`src/design/ccd_pkg.sv`:
```
`default_nettype none
package ccd_pkg;

    localparam int DigitWidth = 4;
    localparam int CountWidth = 6;
    localparam int AmountWidth = 7;
    localparam int PhaseWidth = 2;
    localparam int DenomWidth = 4;
    localparam int PiecesWidth = 3;
    localparam int ButtonWidth = 5;
    localparam int StepWidth = 4;
    localparam int UcodeDepth = 11;
    localparam int AddrWidth = 4;
    localparam int DataWidth = 32;

    localparam logic [CountWidth-1:0] CountMax = 6'd63;
    localparam logic [CountWidth-1:0] IdleLimitReset = 6'd50;
    localparam logic [CountWidth-1:0] HoldLimitReset = 6'd30;
    localparam logic [CountWidth-1:0] ConfirmLimitReset = 6'd30;

    // button bit positions
    localparam int BtnTens = 4;
    localparam int BtnUnits = 3;
    localparam int BtnDecimal = 2;
    localparam int BtnTenths = 1;
    localparam int BtnHundredths = 0;

    localparam logic [PhaseWidth-1:0] PhaseEntering = 2'd0;
    localparam logic [PhaseWidth-1:0] PhaseConfirmed = 2'd1;
    localparam logic [PhaseWidth-1:0] PhaseDenom = 2'd2;

    // first index of the hundredths denominations
    localparam logic [DenomWidth-1:0] FirstCentDenom = 4'd4;

    typedef enum logic [1:0] {
        OP_POLL,
        OP_SHOW,
        OP_DENOM
    } op_t;

    typedef struct packed {
        op_t                   op;
        logic [DenomWidth-1:0] denom;
        logic [StepWidth-1:0]  next_step;
        logic [StepWidth-1:0]  jump_step;
    } ucode_t;

    typedef struct packed {
        logic                  accept;
        logic                  show_fire;
        logic                  denom_adv;
        logic                  denom_fire;
        logic [DenomWidth-1:0] denom;
    } ctrl_t;

    typedef struct packed {
        logic brk;
        logic n_zero;
        logic rem_zero;
        logic out_free;
    } status_t;

    typedef struct packed {
        logic [PhaseWidth-1:0]  phase;
        logic [AmountWidth-1:0] whole;
        logic [AmountWidth-1:0] cent;
        logic                   brk;
    } poll_t;

    typedef struct packed {
        logic [CountWidth-1:0] idle_limit;
        logic [CountWidth-1:0] hold_limit;
        logic [CountWidth-1:0] confirm_limit;
    } cfg_t;

    // microprogram: take a poll, show it, then on a breakdown one step per denomination
    function automatic ucode_t ucode_word(input logic [StepWidth-1:0] step);
        ucode_t w;
        w = '{op: OP_POLL, denom: 4'd0, next_step: 4'd1, jump_step: 4'd1};
        unique case (step)
            4'd0:    w = '{op: OP_POLL,  denom: 4'd0, next_step: 4'd1,  jump_step: 4'd1};
            4'd1:    w = '{op: OP_SHOW,  denom: 4'd0, next_step: 4'd2,  jump_step: 4'd0};
            4'd2:    w = '{op: OP_DENOM, denom: 4'd0, next_step: 4'd3,  jump_step: 4'd0};
            4'd3:    w = '{op: OP_DENOM, denom: 4'd1, next_step: 4'd4,  jump_step: 4'd0};
            4'd4:    w = '{op: OP_DENOM, denom: 4'd2, next_step: 4'd5,  jump_step: 4'd0};
            4'd5:    w = '{op: OP_DENOM, denom: 4'd3, next_step: 4'd6,  jump_step: 4'd0};
            4'd6:    w = '{op: OP_DENOM, denom: 4'd4, next_step: 4'd7,  jump_step: 4'd0};
            4'd7:    w = '{op: OP_DENOM, denom: 4'd5, next_step: 4'd8,  jump_step: 4'd0};
            4'd8:    w = '{op: OP_DENOM, denom: 4'd6, next_step: 4'd9,  jump_step: 4'd0};
            4'd9:    w = '{op: OP_DENOM, denom: 4'd7, next_step: 4'd10, jump_step: 4'd0};
            4'd10:   w = '{op: OP_DENOM, denom: 4'd8, next_step: 4'd0,  jump_step: 4'd0};
            default: w = '{op: OP_POLL,  denom: 4'd0, next_step: 4'd1,  jump_step: 4'd1};
        endcase
        return w;
    endfunction

    function automatic logic [8:0] denom_value(input logic [DenomWidth-1:0] idx);
        logic [8:0] d;
        d = 9'd1;
        unique case (idx)
            4'd0:    d = 9'd20;
            4'd1:    d = 9'd10;
            4'd2:    d = 9'd5;
            4'd3:    d = 9'd1;
            4'd4:    d = 9'd50;
            4'd5:    d = 9'd25;
            4'd6:    d = 9'd10;
            4'd7:    d = 9'd5;
            default: d = 9'd1;
        endcase
        return d;
    endfunction

    function automatic logic [DigitWidth-1:0] step_digit(input logic [DigitWidth-1:0] d);
        return (d >= 4'd9) ? 4'd0 : d + 4'd1;
    endfunction

    function automatic logic [CountWidth-1:0] sat_inc(input logic [CountWidth-1:0] c);
        return (c == CountMax) ? c : c + 6'd1;
    endfunction

endpackage
`default_nettype wire

```
`src/design/coin_change_entry_dispenser.sv`:
```
`default_nettype none
// Amount entry from five polled buttons with a greedy breakdown into 20, 10, 5 and 1 whole
// units and 50, 25, 10, 5 and 1 hundredths. A microprogram of eleven steps runs the block:
// one step takes the poll and updates the digits and counters, the next loads its result
// into the output register once that register is free. A breakdown poll then runs
// one step per denomination, up to nine more, and ends early once nothing is left, for
// up to ten results in all. Each result waits in the output register while the
// next request is already taken. Registers: idle_limit at 0x0, hold_limit at 0x4,
// confirm_limit at 0x8, six bits each; write them only while the block is idle.
module coin_change_entry_dispenser (
    input  wire logic                              clk,
    input  wire logic                              rst_n,
    input  wire logic                              psel,
    input  wire logic                              penable,
    input  wire logic                              pwrite,
    input  wire logic [ccd_pkg::AddrWidth-1:0]     paddr,
    input  wire logic [ccd_pkg::DataWidth-1:0]     pwdata,
    output logic [ccd_pkg::DataWidth-1:0]          prdata,
    output logic                                   pready,
    input  wire logic                              in_valid,
    output logic                                   in_ready,
    input  wire logic [ccd_pkg::ButtonWidth-1:0]   buttons_pressed,
    output logic                                   out_valid,
    input  wire logic                              out_ready,
    output logic [ccd_pkg::PhaseWidth-1:0]         phase,
    output logic [ccd_pkg::AmountWidth-1:0]        whole_part,
    output logic [ccd_pkg::AmountWidth-1:0]        cent_part,
    output logic [ccd_pkg::DenomWidth-1:0]         denom_index,
    output logic [ccd_pkg::PiecesWidth-1:0]        denom_count,
    output logic                                   last
);

    localparam logic [1:0] RegIdleLimit = 2'd0;
    localparam logic [1:0] RegHoldLimit = 2'd1;
    localparam logic [1:0] RegConfirmLimit = 2'd2;

    logic [ccd_pkg::CountWidth-1:0] idle_limit_reg, hold_limit_reg, confirm_limit_reg;
    logic                           cfg_write;
    logic [1:0]                     reg_index;
    ccd_pkg::cfg_t                  cfg;
    ccd_pkg::ctrl_t                 ctrl;
    ccd_pkg::status_t               status;
    ccd_pkg::poll_t                 poll;

    assign pready = 1'b1;
    assign cfg_write = psel && penable && pwrite;
    assign reg_index = paddr[3:2];

    always_ff @(posedge clk or negedge rst_n)
    begin
        if (!rst_n)
        begin
            idle_limit_reg <= ccd_pkg::IdleLimitReset;
            hold_limit_reg <= ccd_pkg::HoldLimitReset;
            confirm_limit_reg <= ccd_pkg::ConfirmLimitReset;
        end
        else if (cfg_write)
        begin
            unique case (reg_index)
                RegIdleLimit:    idle_limit_reg <= pwdata[ccd_pkg::CountWidth-1:0];
                RegHoldLimit:    hold_limit_reg <= pwdata[ccd_pkg::CountWidth-1:0];
                RegConfirmLimit: confirm_limit_reg <= pwdata[ccd_pkg::CountWidth-1:0];
                default:         ;
            endcase
        end
    end

    always_comb
    begin
        unique case (reg_index)
            RegIdleLimit:    prdata = ccd_pkg::DataWidth'(idle_limit_reg);
            RegHoldLimit:    prdata = ccd_pkg::DataWidth'(hold_limit_reg);
            RegConfirmLimit: prdata = ccd_pkg::DataWidth'(confirm_limit_reg);
            default:         prdata = '0;
        endcase
    end

    assign cfg.idle_limit = idle_limit_reg;
    assign cfg.hold_limit = hold_limit_reg;
    assign cfg.confirm_limit = confirm_limit_reg;

    ccd_seq u_seq (
        .clk      (clk),
        .rst_n    (rst_n),
        .in_valid (in_valid),
        .in_ready (in_ready),
        .status   (status),
        .ctrl     (ctrl)
    );

    ccd_entry u_entry (
        .clk             (clk),
        .rst_n           (rst_n),
        .buttons_pressed (buttons_pressed),
        .accept          (ctrl.accept),
        .cfg             (cfg),
        .poll            (poll)
    );

    ccd_split u_split (
        .clk         (clk),
        .rst_n       (rst_n),
        .ctrl        (ctrl),
        .poll        (poll),
        .status      (status),
        .out_valid   (out_valid),
        .out_ready   (out_ready),
        .phase       (phase),
        .whole_part  (whole_part),
        .cent_part   (cent_part),
        .denom_index (denom_index),
        .denom_count (denom_count),
        .last        (last)
    );

endmodule
`default_nettype wire

```
`src/design/ccd_seq.sv`:
```
`default_nettype none
module ccd_seq (
    input  wire logic            clk,
    input  wire logic            rst_n,
    input  wire logic            in_valid,
    output logic                 in_ready,
    input  wire ccd_pkg::status_t status,
    output ccd_pkg::ctrl_t       ctrl
);

    logic [ccd_pkg::StepWidth-1:0] step_reg;
    logic [ccd_pkg::StepWidth-1:0] step_next;
    ccd_pkg::ucode_t               word;

    assign word = ccd_pkg::ucode_word(step_reg);
    assign in_ready = (word.op == ccd_pkg::OP_POLL);

    always_comb
    begin
        step_next = step_reg;
        ctrl = '0;
        ctrl.denom = word.denom;
        unique case (word.op)
            ccd_pkg::OP_POLL:
            begin
                if (in_valid)
                begin
                    ctrl.accept = 1'b1;
                    step_next = word.next_step;
                end
            end
            ccd_pkg::OP_SHOW:
            begin
                if (status.out_free)
                begin
                    ctrl.show_fire = 1'b1;
                    step_next = status.brk ? word.next_step : word.jump_step;
                end
            end
            ccd_pkg::OP_DENOM:
            begin
                // zero pieces of this denomination: skip without a line
                if (status.n_zero)
                begin
                    ctrl.denom_adv = 1'b1;
                    step_next = word.next_step;
                end
                else if (status.out_free)
                begin
                    ctrl.denom_adv = 1'b1;
                    ctrl.denom_fire = 1'b1;
                    step_next = status.rem_zero ? word.jump_step : word.next_step;
                end
            end
            default:
            begin
                step_next = '0;
            end
        endcase
    end

    always_ff @(posedge clk or negedge rst_n)
    begin
        if (!rst_n)
        begin
            step_reg <= '0;
        end
        else
        begin
            step_reg <= step_next;
        end
    end

    a_step_in_range: assert property (@(posedge clk) disable iff (!rst_n)
        step_reg < ccd_pkg::StepWidth'(ccd_pkg::UcodeDepth))
        else $error("step counter left the microprogram");

    a_accept_then_show: assert property (@(posedge clk) disable iff (!rst_n)
        ctrl.accept |=> (word.op == ccd_pkg::OP_SHOW))
        else $error("poll not followed by show step");

    a_one_strobe: assert property (@(posedge clk) disable iff (!rst_n)
        $onehot0({ctrl.accept, ctrl.show_fire, ctrl.denom_fire}))
        else $error("more than one sequencer strobe");

endmodule
`default_nettype wire

```
`src/design/ccd_entry.sv`:
```
`default_nettype none
module ccd_entry (
    input  wire logic                              clk,
    input  wire logic                              rst_n,
    input  wire logic [ccd_pkg::ButtonWidth-1:0]   buttons_pressed,
    input  wire logic                              accept,
    input  wire ccd_pkg::cfg_t                     cfg,
    output ccd_pkg::poll_t                         poll
);

    logic [ccd_pkg::DigitWidth-1:0] tens_reg, units_reg, tenths_reg, hund_reg;
    logic [ccd_pkg::DigitWidth-1:0] tens_next, units_next, tenths_next, hund_next;
    logic                           frac_reg, frac_next;
    logic [ccd_pkg::CountWidth-1:0] idle_reg, hold_reg, confirm_reg;
    logic [ccd_pkg::CountWidth-1:0] idle_next, hold_next, confirm_next;
    logic                           open_input;
    logic                           zero_after;
    logic [ccd_pkg::CountWidth-1:0] idle_mid;

    always_comb
    begin
        tens_next = tens_reg;
        units_next = units_reg;
        tenths_next = tenths_reg;
        hund_next = hund_reg;
        frac_next = frac_reg;
        idle_mid = idle_reg;
        confirm_next = confirm_reg;
        idle_next = idle_reg;

        open_input = (idle_reg < cfg.idle_limit) ||
                     ((tens_reg == '0) && (units_reg == '0) &&
                      (tenths_reg == '0) && (hund_reg == '0));

        if (open_input)
        begin
            priority if (buttons_pressed[ccd_pkg::BtnTens])
            begin
                tens_next = ccd_pkg::step_digit(tens_reg);
                idle_mid = '0;
            end
            else if (buttons_pressed[ccd_pkg::BtnUnits])
            begin
                units_next = ccd_pkg::step_digit(units_reg);
                idle_mid = '0;
            end
            else if (buttons_pressed[ccd_pkg::BtnDecimal])
            begin
                frac_next = 1'b1;
                idle_mid = '0;
            end
            else if (buttons_pressed[ccd_pkg::BtnTenths] && frac_reg)
            begin
                tenths_next = ccd_pkg::step_digit(tenths_reg);
                idle_mid = '0;
            end
            else if (buttons_pressed[ccd_pkg::BtnHundredths] && frac_reg)
            begin
                hund_next = ccd_pkg::step_digit(hund_reg);
                idle_mid = '0;
            end
        end

        hold_next = buttons_pressed[ccd_pkg::BtnDecimal] ? ccd_pkg::sat_inc(hold_reg) : '0;
        // long hold of the decimal button reopens input
        if (hold_next > cfg.hold_limit)
        begin
            idle_mid = '0;
        end

        zero_after = (tens_next == '0) && (units_next == '0) &&
                     (tenths_next == '0) && (hund_next == '0);

        poll.whole = ccd_pkg::AmountWidth'(tens_next) * 7'd10 +
                     ccd_pkg::AmountWidth'(units_next);
        poll.cent = ccd_pkg::AmountWidth'(tenths_next) * 7'd10 +
                    ccd_pkg::AmountWidth'(hund_next);
        poll.brk = 1'b0;
        poll.phase = ccd_pkg::PhaseEntering;

        if ((idle_mid > cfg.idle_limit) && !zero_after)
        begin
            poll.phase = ccd_pkg::PhaseConfirmed;
            confirm_next = ccd_pkg::sat_inc(confirm_reg);
            idle_next = ccd_pkg::sat_inc(idle_mid);
            if (confirm_next > cfg.confirm_limit)
            begin
                poll.brk = 1'b1;
            end
        end
        else
        begin
            confirm_next = '0;
            idle_next = ccd_pkg::sat_inc(idle_mid);
        end

        // breakdown empties everything
        if (poll.brk)
        begin
            tens_next = '0;
            units_next = '0;
            tenths_next = '0;
            hund_next = '0;
            frac_next = 1'b0;
            idle_next = '0;
            hold_next = '0;
            confirm_next = '0;
        end
    end

    always_ff @(posedge clk or negedge rst_n)
    begin
        if (!rst_n)
        begin
            tens_reg <= '0;
            units_reg <= '0;
            tenths_reg <= '0;
            hund_reg <= '0;
            frac_reg <= 1'b0;
            idle_reg <= '0;
            hold_reg <= '0;
            confirm_reg <= '0;
        end
        else if (accept)
        begin
            tens_reg <= tens_next;
            units_reg <= units_next;
            tenths_reg <= tenths_next;
            hund_reg <= hund_next;
            frac_reg <= frac_next;
            idle_reg <= idle_next;
            hold_reg <= hold_next;
            confirm_reg <= confirm_next;
        end
    end

    a_digits_decimal: assert property (@(posedge clk) disable iff (!rst_n)
        (tens_reg <= 4'd9) && (units_reg <= 4'd9) &&
        (tenths_reg <= 4'd9) && (hund_reg <= 4'd9))
        else $error("digit out of decimal range");

    a_fraction_locked: assert property (@(posedge clk) disable iff (!rst_n)
        !frac_reg |-> ((tenths_reg == '0) && (hund_reg == '0)))
        else $error("fraction digits moved while locked");

endmodule
`default_nettype wire

```
`src/design/ccd_split.sv`:
```
`default_nettype none
module ccd_split (
    input  wire logic                              clk,
    input  wire logic                              rst_n,
    input  wire ccd_pkg::ctrl_t                    ctrl,
    input  wire ccd_pkg::poll_t                    poll,
    output ccd_pkg::status_t                       status,
    output logic                                   out_valid,
    input  wire logic                              out_ready,
    output logic [ccd_pkg::PhaseWidth-1:0]         phase,
    output logic [ccd_pkg::AmountWidth-1:0]        whole_part,
    output logic [ccd_pkg::AmountWidth-1:0]        cent_part,
    output logic [ccd_pkg::DenomWidth-1:0]         denom_index,
    output logic [ccd_pkg::PiecesWidth-1:0]        denom_count,
    output logic                                   last
);

    logic [ccd_pkg::AmountWidth-1:0] whole_reg, cent_reg;
    logic [ccd_pkg::PhaseWidth-1:0]  work_phase_reg;
    logic                            brk_reg;
    logic                            out_valid_reg;
    logic [ccd_pkg::PhaseWidth-1:0]  phase_reg;
    logic [ccd_pkg::AmountWidth-1:0] whole_out_reg, cent_out_reg;
    logic [ccd_pkg::DenomWidth-1:0]  denom_out_reg;
    logic [ccd_pkg::PiecesWidth-1:0] count_out_reg;
    logic                            last_reg;

    logic                            is_cent;
    logic [8:0]                      value;
    logic [8:0]                      denom;
    logic [ccd_pkg::PiecesWidth-1:0] pieces;
    logic [8:0]                      taken;
    logic [8:0]                      rem;
    logic [ccd_pkg::AmountWidth-1:0] whole_next, cent_next;

    // one denomination: at most four pieces fit what greedy leaves over
    always_comb
    begin
        is_cent = (ctrl.denom >= ccd_pkg::FirstCentDenom);
        value = is_cent ? 9'(cent_reg) : 9'(whole_reg);
        denom = ccd_pkg::denom_value(ctrl.denom);
        priority if (value >= denom * 9'd4)
        begin
            pieces = 3'd4;
        end
        else if (value >= denom * 9'd3)
        begin
            pieces = 3'd3;
        end
        else if (value >= denom * 9'd2)
        begin
            pieces = 3'd2;
        end
        else if (value >= denom)
        begin
            pieces = 3'd1;
        end
        else
        begin
            pieces = 3'd0;
        end
        taken = denom * 9'(pieces);
        rem = value - taken;
        whole_next = is_cent ? whole_reg : rem[ccd_pkg::AmountWidth-1:0];
        cent_next = is_cent ? rem[ccd_pkg::AmountWidth-1:0] : cent_reg;
    end

    assign status.brk = brk_reg;
    assign status.n_zero = (pieces == '0);
    assign status.rem_zero = (whole_next == '0) && (cent_next == '0);
    assign status.out_free = !out_valid_reg || out_ready;

    always_ff @(posedge clk)
    begin
        if (ctrl.accept)
        begin
            whole_reg <= poll.whole;
            cent_reg <= poll.cent;
            work_phase_reg <= poll.phase;
        end
        else if (ctrl.denom_adv)
        begin
            whole_reg <= whole_next;
            cent_reg <= cent_next;
        end

        if (ctrl.show_fire)
        begin
            phase_reg <= work_phase_reg;
            whole_out_reg <= whole_reg;
            cent_out_reg <= cent_reg;
            denom_out_reg <= '0;
            count_out_reg <= '0;
            last_reg <= !brk_reg;
        end
        else if (ctrl.denom_fire)
        begin
            phase_reg <= ccd_pkg::PhaseDenom;
            whole_out_reg <= whole_next;
            cent_out_reg <= cent_next;
            denom_out_reg <= ctrl.denom;
            count_out_reg <= pieces;
            last_reg <= status.rem_zero;
        end
    end

    always_ff @(posedge clk or negedge rst_n)
    begin
        if (!rst_n)
        begin
            brk_reg <= 1'b0;
            out_valid_reg <= 1'b0;
        end
        else
        begin
            if (ctrl.accept)
            begin
                brk_reg <= poll.brk;
            end
            if (ctrl.show_fire || ctrl.denom_fire)
            begin
                out_valid_reg <= 1'b1;
            end
            else if (out_ready)
            begin
                out_valid_reg <= 1'b0;
            end
        end
    end

    assign out_valid = out_valid_reg;
    assign phase = phase_reg;
    assign whole_part = whole_out_reg;
    assign cent_part = cent_out_reg;
    assign denom_index = denom_out_reg;
    assign denom_count = count_out_reg;
    assign last = last_reg;

    a_line_has_pieces: assert property (@(posedge clk) disable iff (!rst_n)
        (out_valid_reg && (phase_reg == ccd_pkg::PhaseDenom)) |-> (count_out_reg != '0))
        else $error("denomination line with no pieces");

    a_last_line_empty: assert property (@(posedge clk) disable iff (!rst_n)
        (out_valid_reg && last_reg && (phase_reg == ccd_pkg::PhaseDenom)) |->
        ((whole_out_reg == '0) && (cent_out_reg == '0)))
        else $error("final line leaves an amount over");

    a_fire_needs_room: assert property (@(posedge clk) disable iff (!rst_n)
        (ctrl.show_fire || ctrl.denom_fire) |-> (!out_valid_reg || out_ready))
        else $error("result loaded over an untaken one");

endmodule
`default_nettype wire

```
`config.mk`:
```
export PLATFORM = sky130hd
export DESIGN_NAME = coin_change_entry_dispenser
export DESIGN_NICKNAME = d
export VERILOG_FILES = /design/src/design/ccd_pkg.sv /design/src/design/coin_change_entry_dispenser.sv /design/src/design/ccd_seq.sv /design/src/design/ccd_entry.sv /design/src/design/ccd_split.sv
export SDC_FILE = /design/constraint.sdc
export NUM_CORES = 1
export LEC_CHECK = 0
export BUFFER_PORTS_ARGS = -buffer_cell sky130_fd_sc_hd__buf_2
export CAP_MARGIN = 20
export CORE_MARGIN = 4
export CORE_UTILIZATION = 60
export CTS_CLUSTER_DIAMETER = 60
export CTS_CLUSTER_SIZE = 25
export DETAILED_ROUTE_END_ITERATION = 7
export PLACE_DENSITY = 0.82
export SKIP_LAST_GASP = 1
export SYNTH_ARGS = -nofsm -noshare
export SYNTH_HDL_FRONTEND = slang
export SYNTH_SLANG_ARGS = --single-unit
export TNS_END_PERCENT = 1
```
`constraint.sdc`:
```
create_clock -name clk -period 9.53 [get_ports clk]
set_clock_uncertainty 0.15 [all_clocks]
set_input_delay 0.953 -clock clk [delete_from_list [all_inputs] [get_ports clk]]
set_output_delay 0.953 -clock clk [all_outputs]
set_load 0.01 [all_outputs]
```
==> results of run 1 <==
[routing by layer]
layer,vias to the layer above,routed length [um],track usage [%]
met2,251,9624,40.76
met5,-,0,0
met3,28,1223,4.068
met4,0,301,6.055
met1,3563,9504,36.36
li1,3659,-,-
[path summary, 6_finish.rpt]
check / from / depth (start not counted) / endpoint
max: u_seq.step_reg[1] / 41 / u_seq.step_reg[1]
min: u_split.denom_count[0] / 2 / u_split.denom_count[0]
min in group asynchronous: rst_n / 2 / u_entry.hold_reg[1]
max in group asynchronous: rst_n / 2 / u_seq.step_reg[1]
max reg2reg: u_seq.step_reg[1] / 41 / u_seq.step_reg[1]
min reg2reg: u_split.denom_count[0] / 2 / u_split.denom_count[0]
[cells in the final DEF (no fill, tap or decap), drive strengths merged, types with 10 or more instances in the layout]
master,instances
a21o,12
a21oi,49
a31oi,15
and2,16
and3,14
buf,62
conb,27
dfrtp,48
dfstp,11
edfxtp,32
fa,13
ha,98
inv,81
mux2,14
mux2i,22
nand2,139
nand2b,16
nand3,22
nor2,73
nor2b,24
nor3,12
o21a,10
o21ai,87
o22ai,11
o31ai,11
xnor2,18
xor2,10
[cells by family (layout without fill, tap and decap cells)]
kind of cell / after synthesis / in the layout / synth area share [%]
AND/OR/NAND/NOR: 352 / 352 / 19.48
AO/OA/AOI/OAI: 256 / 256 / 19.02
buffers and inverters: 141 / 159 / 7.328
adder cells (fa/ha/maj): 111 / 111 / 17.10
flip-flops: 98 / 98 / 29.82
multiplexers: 36 / 36 / 4.348
XOR/XNOR: 28 / 28 / 2.822
other: 2 / 27 / 0.08641
[final cells by class]
type	count	area share, %
multi-input combinational	810	59.40
sequential	98	27.69
timing repair buffer	62	3.609
inverter	81	3.248
clock buffer	9	2.406
tap	180	2.406
clock inverter	7	1.243
[worst min-delay path, delay by kind of cell (launching register included)]
family,cells,cell delay [ps]
flip-flops,1,310
AND/OR/NAND/NOR,1,50
multiplexers,1,50
[through the flow]
stage / worst slack (ps) / instances / area, um2
after floorplan: 1248 / 1049 / 8785
after global routing: 169.7 / 1247 / 9361
after CTS: 683.8 / 1247 / 9360
after global placement: 836.3 / 1231 / 9019
after detailed placement: 760.1 / 1231 / 9019
final: 803.7 / 1247 / 9361
[cell usage after synthesis, types with 15 or more instances]
library cell	count	area, um2
a21oi_1	48	240.2
a31oi_1	15	93.84
and2_1	16	100.1
buf_4	27	202.7
clkbuf_1	23	86.33
dfrtp_1	48	1201
edfxtp_1	32	960.9
ha_1	98	1226
inv_1	80	300.3
mux2i_1	22	220.2
nand2_1	139	521.8
nand2b_1	16	100.1
nand3_1	22	110.1
nor2_1	72	270.3
nor2b_1	24	150.1
o21ai_0	75	375.4
xnor2_1	18	157.7
[repair_timing]
action,in CTS,in global routing
gates resized for setup,0,1
endpoints found under the setup margin,0,4
hold endpoints to repair,0,0
==> impl_results.md, run 1 <==
* Area of the die at 16470 um2
* Largest net degree at the start of global routing at 60
* Critical path fanouts, max at 18
* Detailed-route via count at roughly 7500
* # port buffers at slightly above 50
* Root buffer cell: clkbuf_16
* Clk buf depth at 2
* Max-slew headroom at about a quarter
* Crit. End Element: register
* Max-cap violations at 0
* DRC viols at 0
* Hold crit path type: reg -> reg
* Total setup buffers inserted after CTS at 0
* Routability congestion estimate at between 0.9 and 1
* Final Setup Violations at 0
* Post-DR wirelength/cell at around 17 um
* Vias/cell at roughly 6
* Share of synthesized registers carrying an async set or reset at roughly 60%
* Storage cell area at 2592 um2
* Fmax at ~110 MHz
* Antenna diodes at 0
* Critical path's top delay family: compound AO/OA/AOI/OAI gates
* Finished Core Util at between 60% and 70%
* Final hold violations at 0
* Final WL at between 20000 and 25000 um
* EDFF count, synth at 32
* CP max stage cell: dfrtp_2
* Multi-input gate area at 5560 um2
* Setup TNS at 0 ps
* Worst EP arrival at approximately 9000 ps
* First-pass GRT wire length at roughly 34000 um
* Synth warnings at 0
* Post-Syn Area at between 8000 and 9000 um2
* CTS Hold Bufs at 0
* Post-synth top flop: dfrtp_1
* Final Critical Period at between 8000 and 9000 ps
* Fillers at 1166
* Die width at around 130 um
* Initial antenna violation count at 0
* RSZ-0062 raised after global routing: no
* Initial Util at 61.89%
* Startpoint types: register
* Reg clk slew, reported paths at ~70 ps
* Drt pass-1 iters at 5
* Pin slew with the least headroom to its limit at between 1000 and 1500 ps
* CTS Buf Count at 9
* Die Ht at roughly 130 um
* Worst path max stage delay at roughly 560 ps
* Post-Syn Area per Cell at between 8 and 9 um2
* Detailed Place HPWL at between 15000 and 20000 um
* Hold slack at 302.6 ps
* Global route total overflow at 0
* Post-synthesis sequential area ratio at 29.82%
* Drt first-iter violations at ~630
* Placeable Area at around 14000 um2
* Layout cells sized above 1 at a little over a tenth
* Vias in the first global route at 7028
* CP Buf/Inv Count at 6
* R2R Setup Slk at about 800 ps
* CTS H-tree lvls at 3
* Synth unique cells at between 70 and 80
* Status: finished clean
* Data required, critical path at between 9000 and 10000 ps
* CTS tree: built
* Final Cycle Share at about nine tenths
* Synthesized flop and latch total at 98
* Total global-route track usage at between 20 and 30%
* Worst Path Class, Setup: reg -> reg
* Io pins at between 100 and 150
* Max-slew violations at 0
* Gate Count Post-Synth at between 1000 and 1500
* Rows at 43
* Final layout net count at between 1000 and 1500
* Area Growth Syn to Fin at 7.717%
* Clk_lat worst skew at 350 ps
* Routed Antenna Nets at 0
* Sink Count at 98
Power of run 1 is not shown: default switching activity piles up to over one toggle a cycle in this logic, so the estimate is an artifact.
==> inputs of run 2 (changes only) <==
--- a/config.mk
+++ b/config.mk
@@ -8,11 +8,11 @@
 export BUFFER_PORTS_ARGS = -buffer_cell sky130_fd_sc_hd__buf_2
 export CAP_MARGIN = 20
 export CORE_MARGIN = 4
-export CORE_UTILIZATION = 60
+export CORE_UTILIZATION = 55
 export CTS_CLUSTER_DIAMETER = 60
 export CTS_CLUSTER_SIZE = 25
 export DETAILED_ROUTE_END_ITERATION = 7
-export PLACE_DENSITY = 0.82
+export PLACE_DENSITY = 0.76
 export SKIP_LAST_GASP = 1
 export SYNTH_ARGS = -nofsm -noshare
 export SYNTH_HDL_FRONTEND = slang
==> run 2 against run 1 <==
Against the previous run:
- critical path depth decreased by 1
- global-route usage decreased by 2.9 points
- cell area decreased by 0.35%
- highest routed layer unchanged
- fmax decreased by 0.78%
- count of clock-buffer cells in the layout increased by 1
- wire length decreased by 2.1%
- first-iteration DRC count increased by 0.48%
==> impl_results.md, run 2 (synthesis results as in run 1) <==
* RR Endpoint: u_seq.step_reg[1]
* Final Setup Violations at 0 (unchanged)
* Fillers at 1385 (+19%)
* # port buffers at 51 (unchanged)
* Area Growth Syn to Fin at 7.342%
* Total setup buffers inserted after CTS at 0 (unchanged)
* CTS tree: built
* Antenna diodes at 0 (unchanged)
* Worst path max stage delay at 710 ps (+150 ps)
* Detailed Place HPWL at 15290 um (-0.40%)
* Most common cell after layout, fill and taps aside: nand2_1
* CP max stage cell: dfrtp_1
* CTS Buf Count at 9 (unchanged)
* Global route total overflow at 0 (unchanged)
* Final hold violations at 0 (unchanged)
* Detailed-route via count at 7407 (-1.3%)
* Largest net degree at the start of global routing at 60 (unchanged)
* Io pins at 107 (unchanged)
* Max-slew violations at 0 (unchanged)
* Rows at 45 (+4.7%)
* Routability congestion estimate at 0.9237 (-0.83%)
* Drt first-iter violations at 630 (+0.48%)
* Layout cells sized above 1 at 10.67% (-0.10 points)
* Hold crit path type: reg -> reg
* Hold Startpoint: u_split.denom_count[0]
* Placeable Area at 15310 um2 (+9.1%)
* Data required, critical path at 9620 ps (about the same)
* Max-slew headroom at 34.86% (+10 points)
* Status: finished clean
* First-pass GRT wire length at 33200 um (-3.0%)
* Resized cells post-CTS at 0 (unchanged)
* Area of the die at 17880 um2 (+8.5%)
* Sink Count at 98 (unchanged)
* Startpoint types: register
* DRC viols at 0 (unchanged)
* Reg-to-Reg Start: u_seq.step_reg[2]
* Final Cycle Share at 92.29% (+0.72 points)
* Hold path depth at 2 (unchanged)
* Final WL at 20220 um (-2.1%)
* Worst Reg-to-Reg Cells at 40 (-2.4%)
* Max-cap violations at 0 (unchanged)
* Crit. End Element: register
* Clk_lat worst skew at 360 ps (about the same)
* Post-DR wirelength/cell at 15.81 um (-4.6%)
* CTS Hold Bufs at 0 (unchanged)
* Reg clk slew, reported paths at 70 ps (about the same)
* Multi-input gate area at 5560 um2 (unchanged)
* Die width at 133.7 um (+4.2%)
* Pin slew with the least headroom to its limit at 977.0 ps (-145.4 ps)
* Commonest non-fill, non-tap cells in the layout: nand2_1, ha_1, inv_1
* Vias/cell at 5.791 (-3.7%)
* CTS H-tree lvls at 3 (unchanged)
* Worst EP arrival at 8880 ps (+60 ps)
* Hold Path End: u_split.denom_count[0]
* Die Ht at 133.7 um (+4.2%)
* Drt pass-1 iters at 5 (unchanged)
* Initial Util at 56.75% (-5.1 points)
* Worst Path Class, Setup: reg -> reg
* Clk buf depth at 2 (unchanged)
* Vias in the first global route at 6733 (-4.2%)
* Routed Antenna Nets at 0 (unchanged)
* Final Critical Period at 8795 ps (+68.69 ps)
* Fmax at 113.7 MHz (-0.78%)
* Critical path fanouts, max at 22 (+4)
* Final layout net count at 1222 (+0.082%)
* Storage cell area at 2592 um2 (unchanged)
* Initial antenna violation count at 0 (unchanged)
* Total global-route track usage at 22.50% (-2.9 points)
* Root buffer cell: clkbuf_16
* R2R Setup Slk at 730 ps (-70 ps)
* Crit path top cell by count: a21oi_1
* Finished Core Util at 60.92% (-5.8 points)
run 2: changes by cell type in the layout (fill, tap and decap cells not counted), sizes merged:
cell	before	now
clkinv	3	5
buf	62	61
bufinv	3	0
clkbuf	9	12
clkinvlp	1	2
inv	81	80
run 2: worst max-delay path by stage:
stage	from	slack [ps]	end	cells past startpoint
2_1_floorplan	u_seq.step_reg[3]	1250	u_seq.step_reg[1]	41
3_3_place_gp	u_seq.step_reg[1]	790	u_seq.step_reg[2]	41
3_5_place_dp	u_seq.step_reg[1]	620	u_seq.step_reg[1]	41
4_1_cts	u_seq.step_reg[1]	550	u_seq.step_reg[1]	41
5_1_grt	u_seq.step_reg[2]	-2	u_seq.step_reg[1]	40
6_report	u_seq.step_reg[2]	730	u_seq.step_reg[1]	40
run 2: final cells by class:
| cell class | instances | area share (%) |
|---|---|---|
| inverter | 81 | 3.259 |
| clock buffer | 10 | 2.454 |
| sequential | 98 | 27.79 |
| timing repair buffer | 63 | 3.702 |
| multi-input combinational | 810 | 59.60 |
| clock inverter | 6 | 0.3621 |
| tap | 211 | 2.830 |
run 2: through the flow:
stage | std cells | hold slack (ps) | setup TNS [ps] | worst slack (ps) | cell area (um2)
after floorplan | 1049 | 329.0 | 0 | 1248 | 8785
after global placement | 1261 | 290.3 | 0 | 785.8 | 9050
after detailed placement | 1261 | 296.2 | 0 | 618.6 | 9050
after CTS | 1277 | 304.9 | 0 | 554.8 | 9313
after global routing | 1279 | 328.3 | -1.969 | -1.969 | 9329
final | 1279 | 302.8 | 0 | 735.0 | 9329
run 2: worst max-delay path, delay by kind of cell, from the launching register on:
kind	cells	cell delay, ps
adders and majority gates	6	1980
DFF	1	710
and+or+nand+nor	11	2020
xor gates and xnor gates	2	190
buffers and inverters	5	440
AOI/OAI and AO/OA	16	3190
run 2: per-layer routing:
metal / wire [um] / track usage [%] / vias to the layer above
met5: 0 / 0 / -
met4: 222 / 4.914 / 0
met1: 9724 / 32.32 / 3544
met3: 965 / 3.474 / 20
met2: 9303 / 36.02 / 190
li1: - / - / 3653
Power of run 2 is left out for the same reason.
==> inputs of run 3 (changes only) <==
--- a/config.mk
+++ b/config.mk
@@ -5,8 +5,10 @@
 export SDC_FILE = /design/constraint.sdc
 export NUM_CORES = 1
 export LEC_CHECK = 0
+export ABC_AREA = 1
 export BUFFER_PORTS_ARGS = -buffer_cell sky130_fd_sc_hd__buf_2
-export CAP_MARGIN = 20
+export CAP_MARGIN = 30
+export CORE_ASPECT_RATIO = 0.6
 export CORE_MARGIN = 4
 export CORE_UTILIZATION = 55
 export CTS_CLUSTER_DIAMETER = 60
==> run 3 against run 2 <==
Against the previous run:
- utilization increased by 0.77 points
- via count up 0.82%
- critical path depth grew 7
- cell area down 2.1%
- die area shrank 1.5%
- synthesized cell count is 11% higher
- global-route usage increased by 1.6 points
- area after synthesis shrank 2.0%
- count of clock-buffer cells in the layout grew 1
- highest routed layer unchanged
- non-clock buffer count down 9
- fmax is 8.9% higher
==> impl_results.md, run 3 <==
* Max-slew violations at 0 (unchanged)
* Area share of the largest cell type after synthesis at 14.40% (+0.29 points)
* CTS H-tree lvls at 3 (unchanged)
* Hold Path End: confirm_limit_reg[4]
* Hold path depth at 2 (unchanged)
* Hold Startpoint: confirm_limit_reg[4]
* EDFF count, synth at 32 (unchanged)
* Vias in the first global route at 6667 (-0.98%)
* RR Endpoint: u_seq.step_reg[2]
* RSZ-0062 raised after global routing: no
* Most frequent cells after synthesis: nand2_1, inv_1, ha_1
* Worst Path Class, Setup: reg -> reg
* Synth unique cells at 59 (-20%)
* Die Ht at 104.4 um (-22%)
* Gate Count Post-Synth at 1136 (+11%)
* Total global-route track usage at 24.05% (+1.6 points)
* Status: finished clean
* Rows at 34 (-24%)
* Area of the die at 17600 um2 (-1.5%)
* CTS Buf Count at 9 (unchanged)
* Largest net degree at the start of global routing at 65 (+8.3%)
* Reg-to-Reg Start: u_seq.step_reg[1]
* Commonest non-fill, non-tap cells in the layout: nand2_1, inv_1, ha_1
* Detailed-route via count at 7468 (+0.82%)
* Placeable Area at 14800 um2 (-3.3%)
* Io pins at 107 (unchanged)
* Layout cells sized above 1 at 11.00% (+0.32 points)
* Area Growth Syn to Fin at 7.244% (about the same)
* Largest area contributor in the netlist: ha_1
* Final Critical Period at 8074 ps (-721.2 ps)
* Drt first-iter violations at 749 (+19%)
* Total setup buffers inserted after CTS at 0 (unchanged)
* CTS tree: built
* Synth warnings at 0 (unchanged)
* Worst Reg-to-Reg Cells at 47 (+18%)
* Final Setup Violations at 0 (unchanged)
* Die width at 168.6 um (+26%)
* Initial antenna violation count at 0 (unchanged)
* Vias/cell at 5.412 (-6.6%)
* Data required, critical path at 9620 ps (about the same)
* DRC viols at 0 (unchanged)
* Post-synthesis sequential area ratio at 30.43% (+0.61 points)
* First-pass GRT wire length at 34640 um (+4.3%)
* Post-synth top flop: dfrtp_1
* Final Cycle Share at 84.72% (-7.6 points)
* Final WL at 20960 um (+3.7%)
* Sink Count at 98 (unchanged)
* Routed Antenna Nets at 0 (unchanged)
* Root buffer cell: clkbuf_16
* Startpoint types: register
* Crit path top cell by count: nand2_1
* Pin slew with the least headroom to its limit at 869.7 ps (-107.3 ps)
* Final hold violations at 0 (unchanged)
* Detailed Place HPWL at 16390 um (+7.1%)
* Reg clk slew, reported paths at 80 ps (about the same)
* Global route total overflow at 0 (unchanged)
* Post-Syn Area per Cell at 7.496 um2 (-12%)
* Drt pass-1 iters at 6 (+1)
* Resized cells post-CTS at 0 (unchanged)
* Clk_lat worst skew at 350 ps (about the same)
* Clk buf depth at 2 (unchanged)
* Final layout net count at 1336 (+9.3%)
* # port buffers at 51 (unchanged)
* Post-DR wirelength/cell at 15.19 um (-3.9%)
* Antenna diodes at 0 (unchanged)
* Most common cell after layout, fill and taps aside: nand2_1
* Worst path max stage delay at 510 ps (-200 ps)
* Synthesized flop and latch total at 98 (unchanged)
* Worst EP arrival at 8170 ps (-710 ps)
* Fmax at 123.9 MHz (+8.9%)
* Fillers at 1375 (-0.72%)
* Routability congestion estimate at 0.9232 (about the same)
* CTS Hold Bufs at 0 (unchanged)
* Setup TNS at 0 ps (unchanged)
* Critical path fanouts, max at 7 (-68%)
* Hold crit path type: reg -> reg
* Most frequent cell after synthesis: nand2_1
* Crit. End Element: register
* Max-cap violations at 0 (unchanged)
* Initial Util at 57.52% (+0.77 points)
* Post-Syn Area at 8516 um2 (-2.0%)
* Share of synthesized registers carrying an async set or reset at 60.20% (unchanged)
* CP max stage cell: fa_1
* R2R Setup Slk at 1460 ps (+720 ps)
* Top cells by area, synth: ha_1, dfrtp_1, nand2_1
* Max-slew headroom at 41.88% (+7.0 points)
run 3: cell types whose count changed after synthesis, moves of 14 or more:
cell / previous run / this run
inv_1: 80 / 180
o21ai_0: 75 / 96
mux2i_1: 22 / 1
nand2_1: 139 / 267
nand3_1: 22 / 71
mux2_2: 14 / 0
and2_1: 16 / 1
nor2b_1: 24 / 0
nand2b_1: 16 / 0
run 3: logic make-up (layout without fill, tap and decap cells):
group | count (synthesis) | in the layout | share of synthesized area, %
and+or+nand+nor | 477 | 477 | 24.96
DFF | 98 | 98 | 30.43
AOI/OAI and AO/OA | 188 | 188 | 12.59
adders and majority gates | 111 | 111 | 17.46
muxes | 1 | 1 | 0.1175
xor gates and xnor gates | 21 | 21 | 2.160
other | 2 | 27 | 0.08819
buffers and inverters | 238 | 259 | 12.20
run 3: area by class of cell:
type | count | area [um2] | share of cell area, %
Clock inverter | 5 | 60.06 | 0.6576
Multi-Input combinational cell | 825 | 4987 | 54.61
Sequential cell | 98 | 2591 | 28.37
Timing Repair Buffer | 54 | 277.8 | 3.042
Clock buffer | 11 | 254.0 | 2.781
Inverter | 189 | 714.4 | 7.823
Tap cell | 198 | 247.7 | 2.713
run 3: per-layer routing:
layer | up-vias | track usage (%) | share of wire [%]
li1 | 3723 | - | -
met1 | 3412 | 40.70 | 53
met3 | 21 | 5.127 | 9.5
met5 | - | 0 | 0
met2 | 312 | 30.84 | 37
met4 | 0 | 3.706 | 0.73
run 3: worst max path at each step:
stage	start	cells past startpoint	slack, ps	to
finish	u_seq.step_reg[1]	47	1460	u_seq.step_reg[2]
global route	u_seq.step_reg[1]	49	800	u_seq.step_reg[2]
detailed placement	u_seq.step_reg[1]	47	1580	u_seq.step_reg[2]
CTS	u_seq.step_reg[1]	47	1550	u_seq.step_reg[2]
global placement	u_seq.step_reg[1]	48	1720	u_seq.step_reg[2]
floorplan	u_seq.step_reg[1]	47	2580	u_seq.step_reg[1]
run 3: stage by stage:
| step | hold WS (ps) | util (%) | area, um2 | instances | setup WS (ps) |
|---|---|---|---|---|---|
| floorplan | 299.5 | - | 8610 | 1161 | 2577 |
| global placement | 317.2 | 59.57 | 8818 | 1364 | 1718 |
| detailed placement | 318.7 | 59.57 | 8818 | 1364 | 1583 |
| CTS | 344.7 | 61.69 | 9133 | 1380 | 1548 |
| global route | 351.8 | 61.69 | 9133 | 1380 | 804.6 |
| finish | 342.0 | 61.69 | 9133 | 1380 | 1456 |
run 3: critical path: cells and delay by family (launching register included):
family / cells / cell delay [ps]
and+or+nand+nor: 24 / 2760
adders and majority gates: 7 / 2410
AOI/OAI and AO/OA: 10 / 1510
DFF: 1 / 500
buffers and inverters: 5 / 470
xor gates and xnor gates: 1 / 150
Power of run 3 is left out for the same reason.
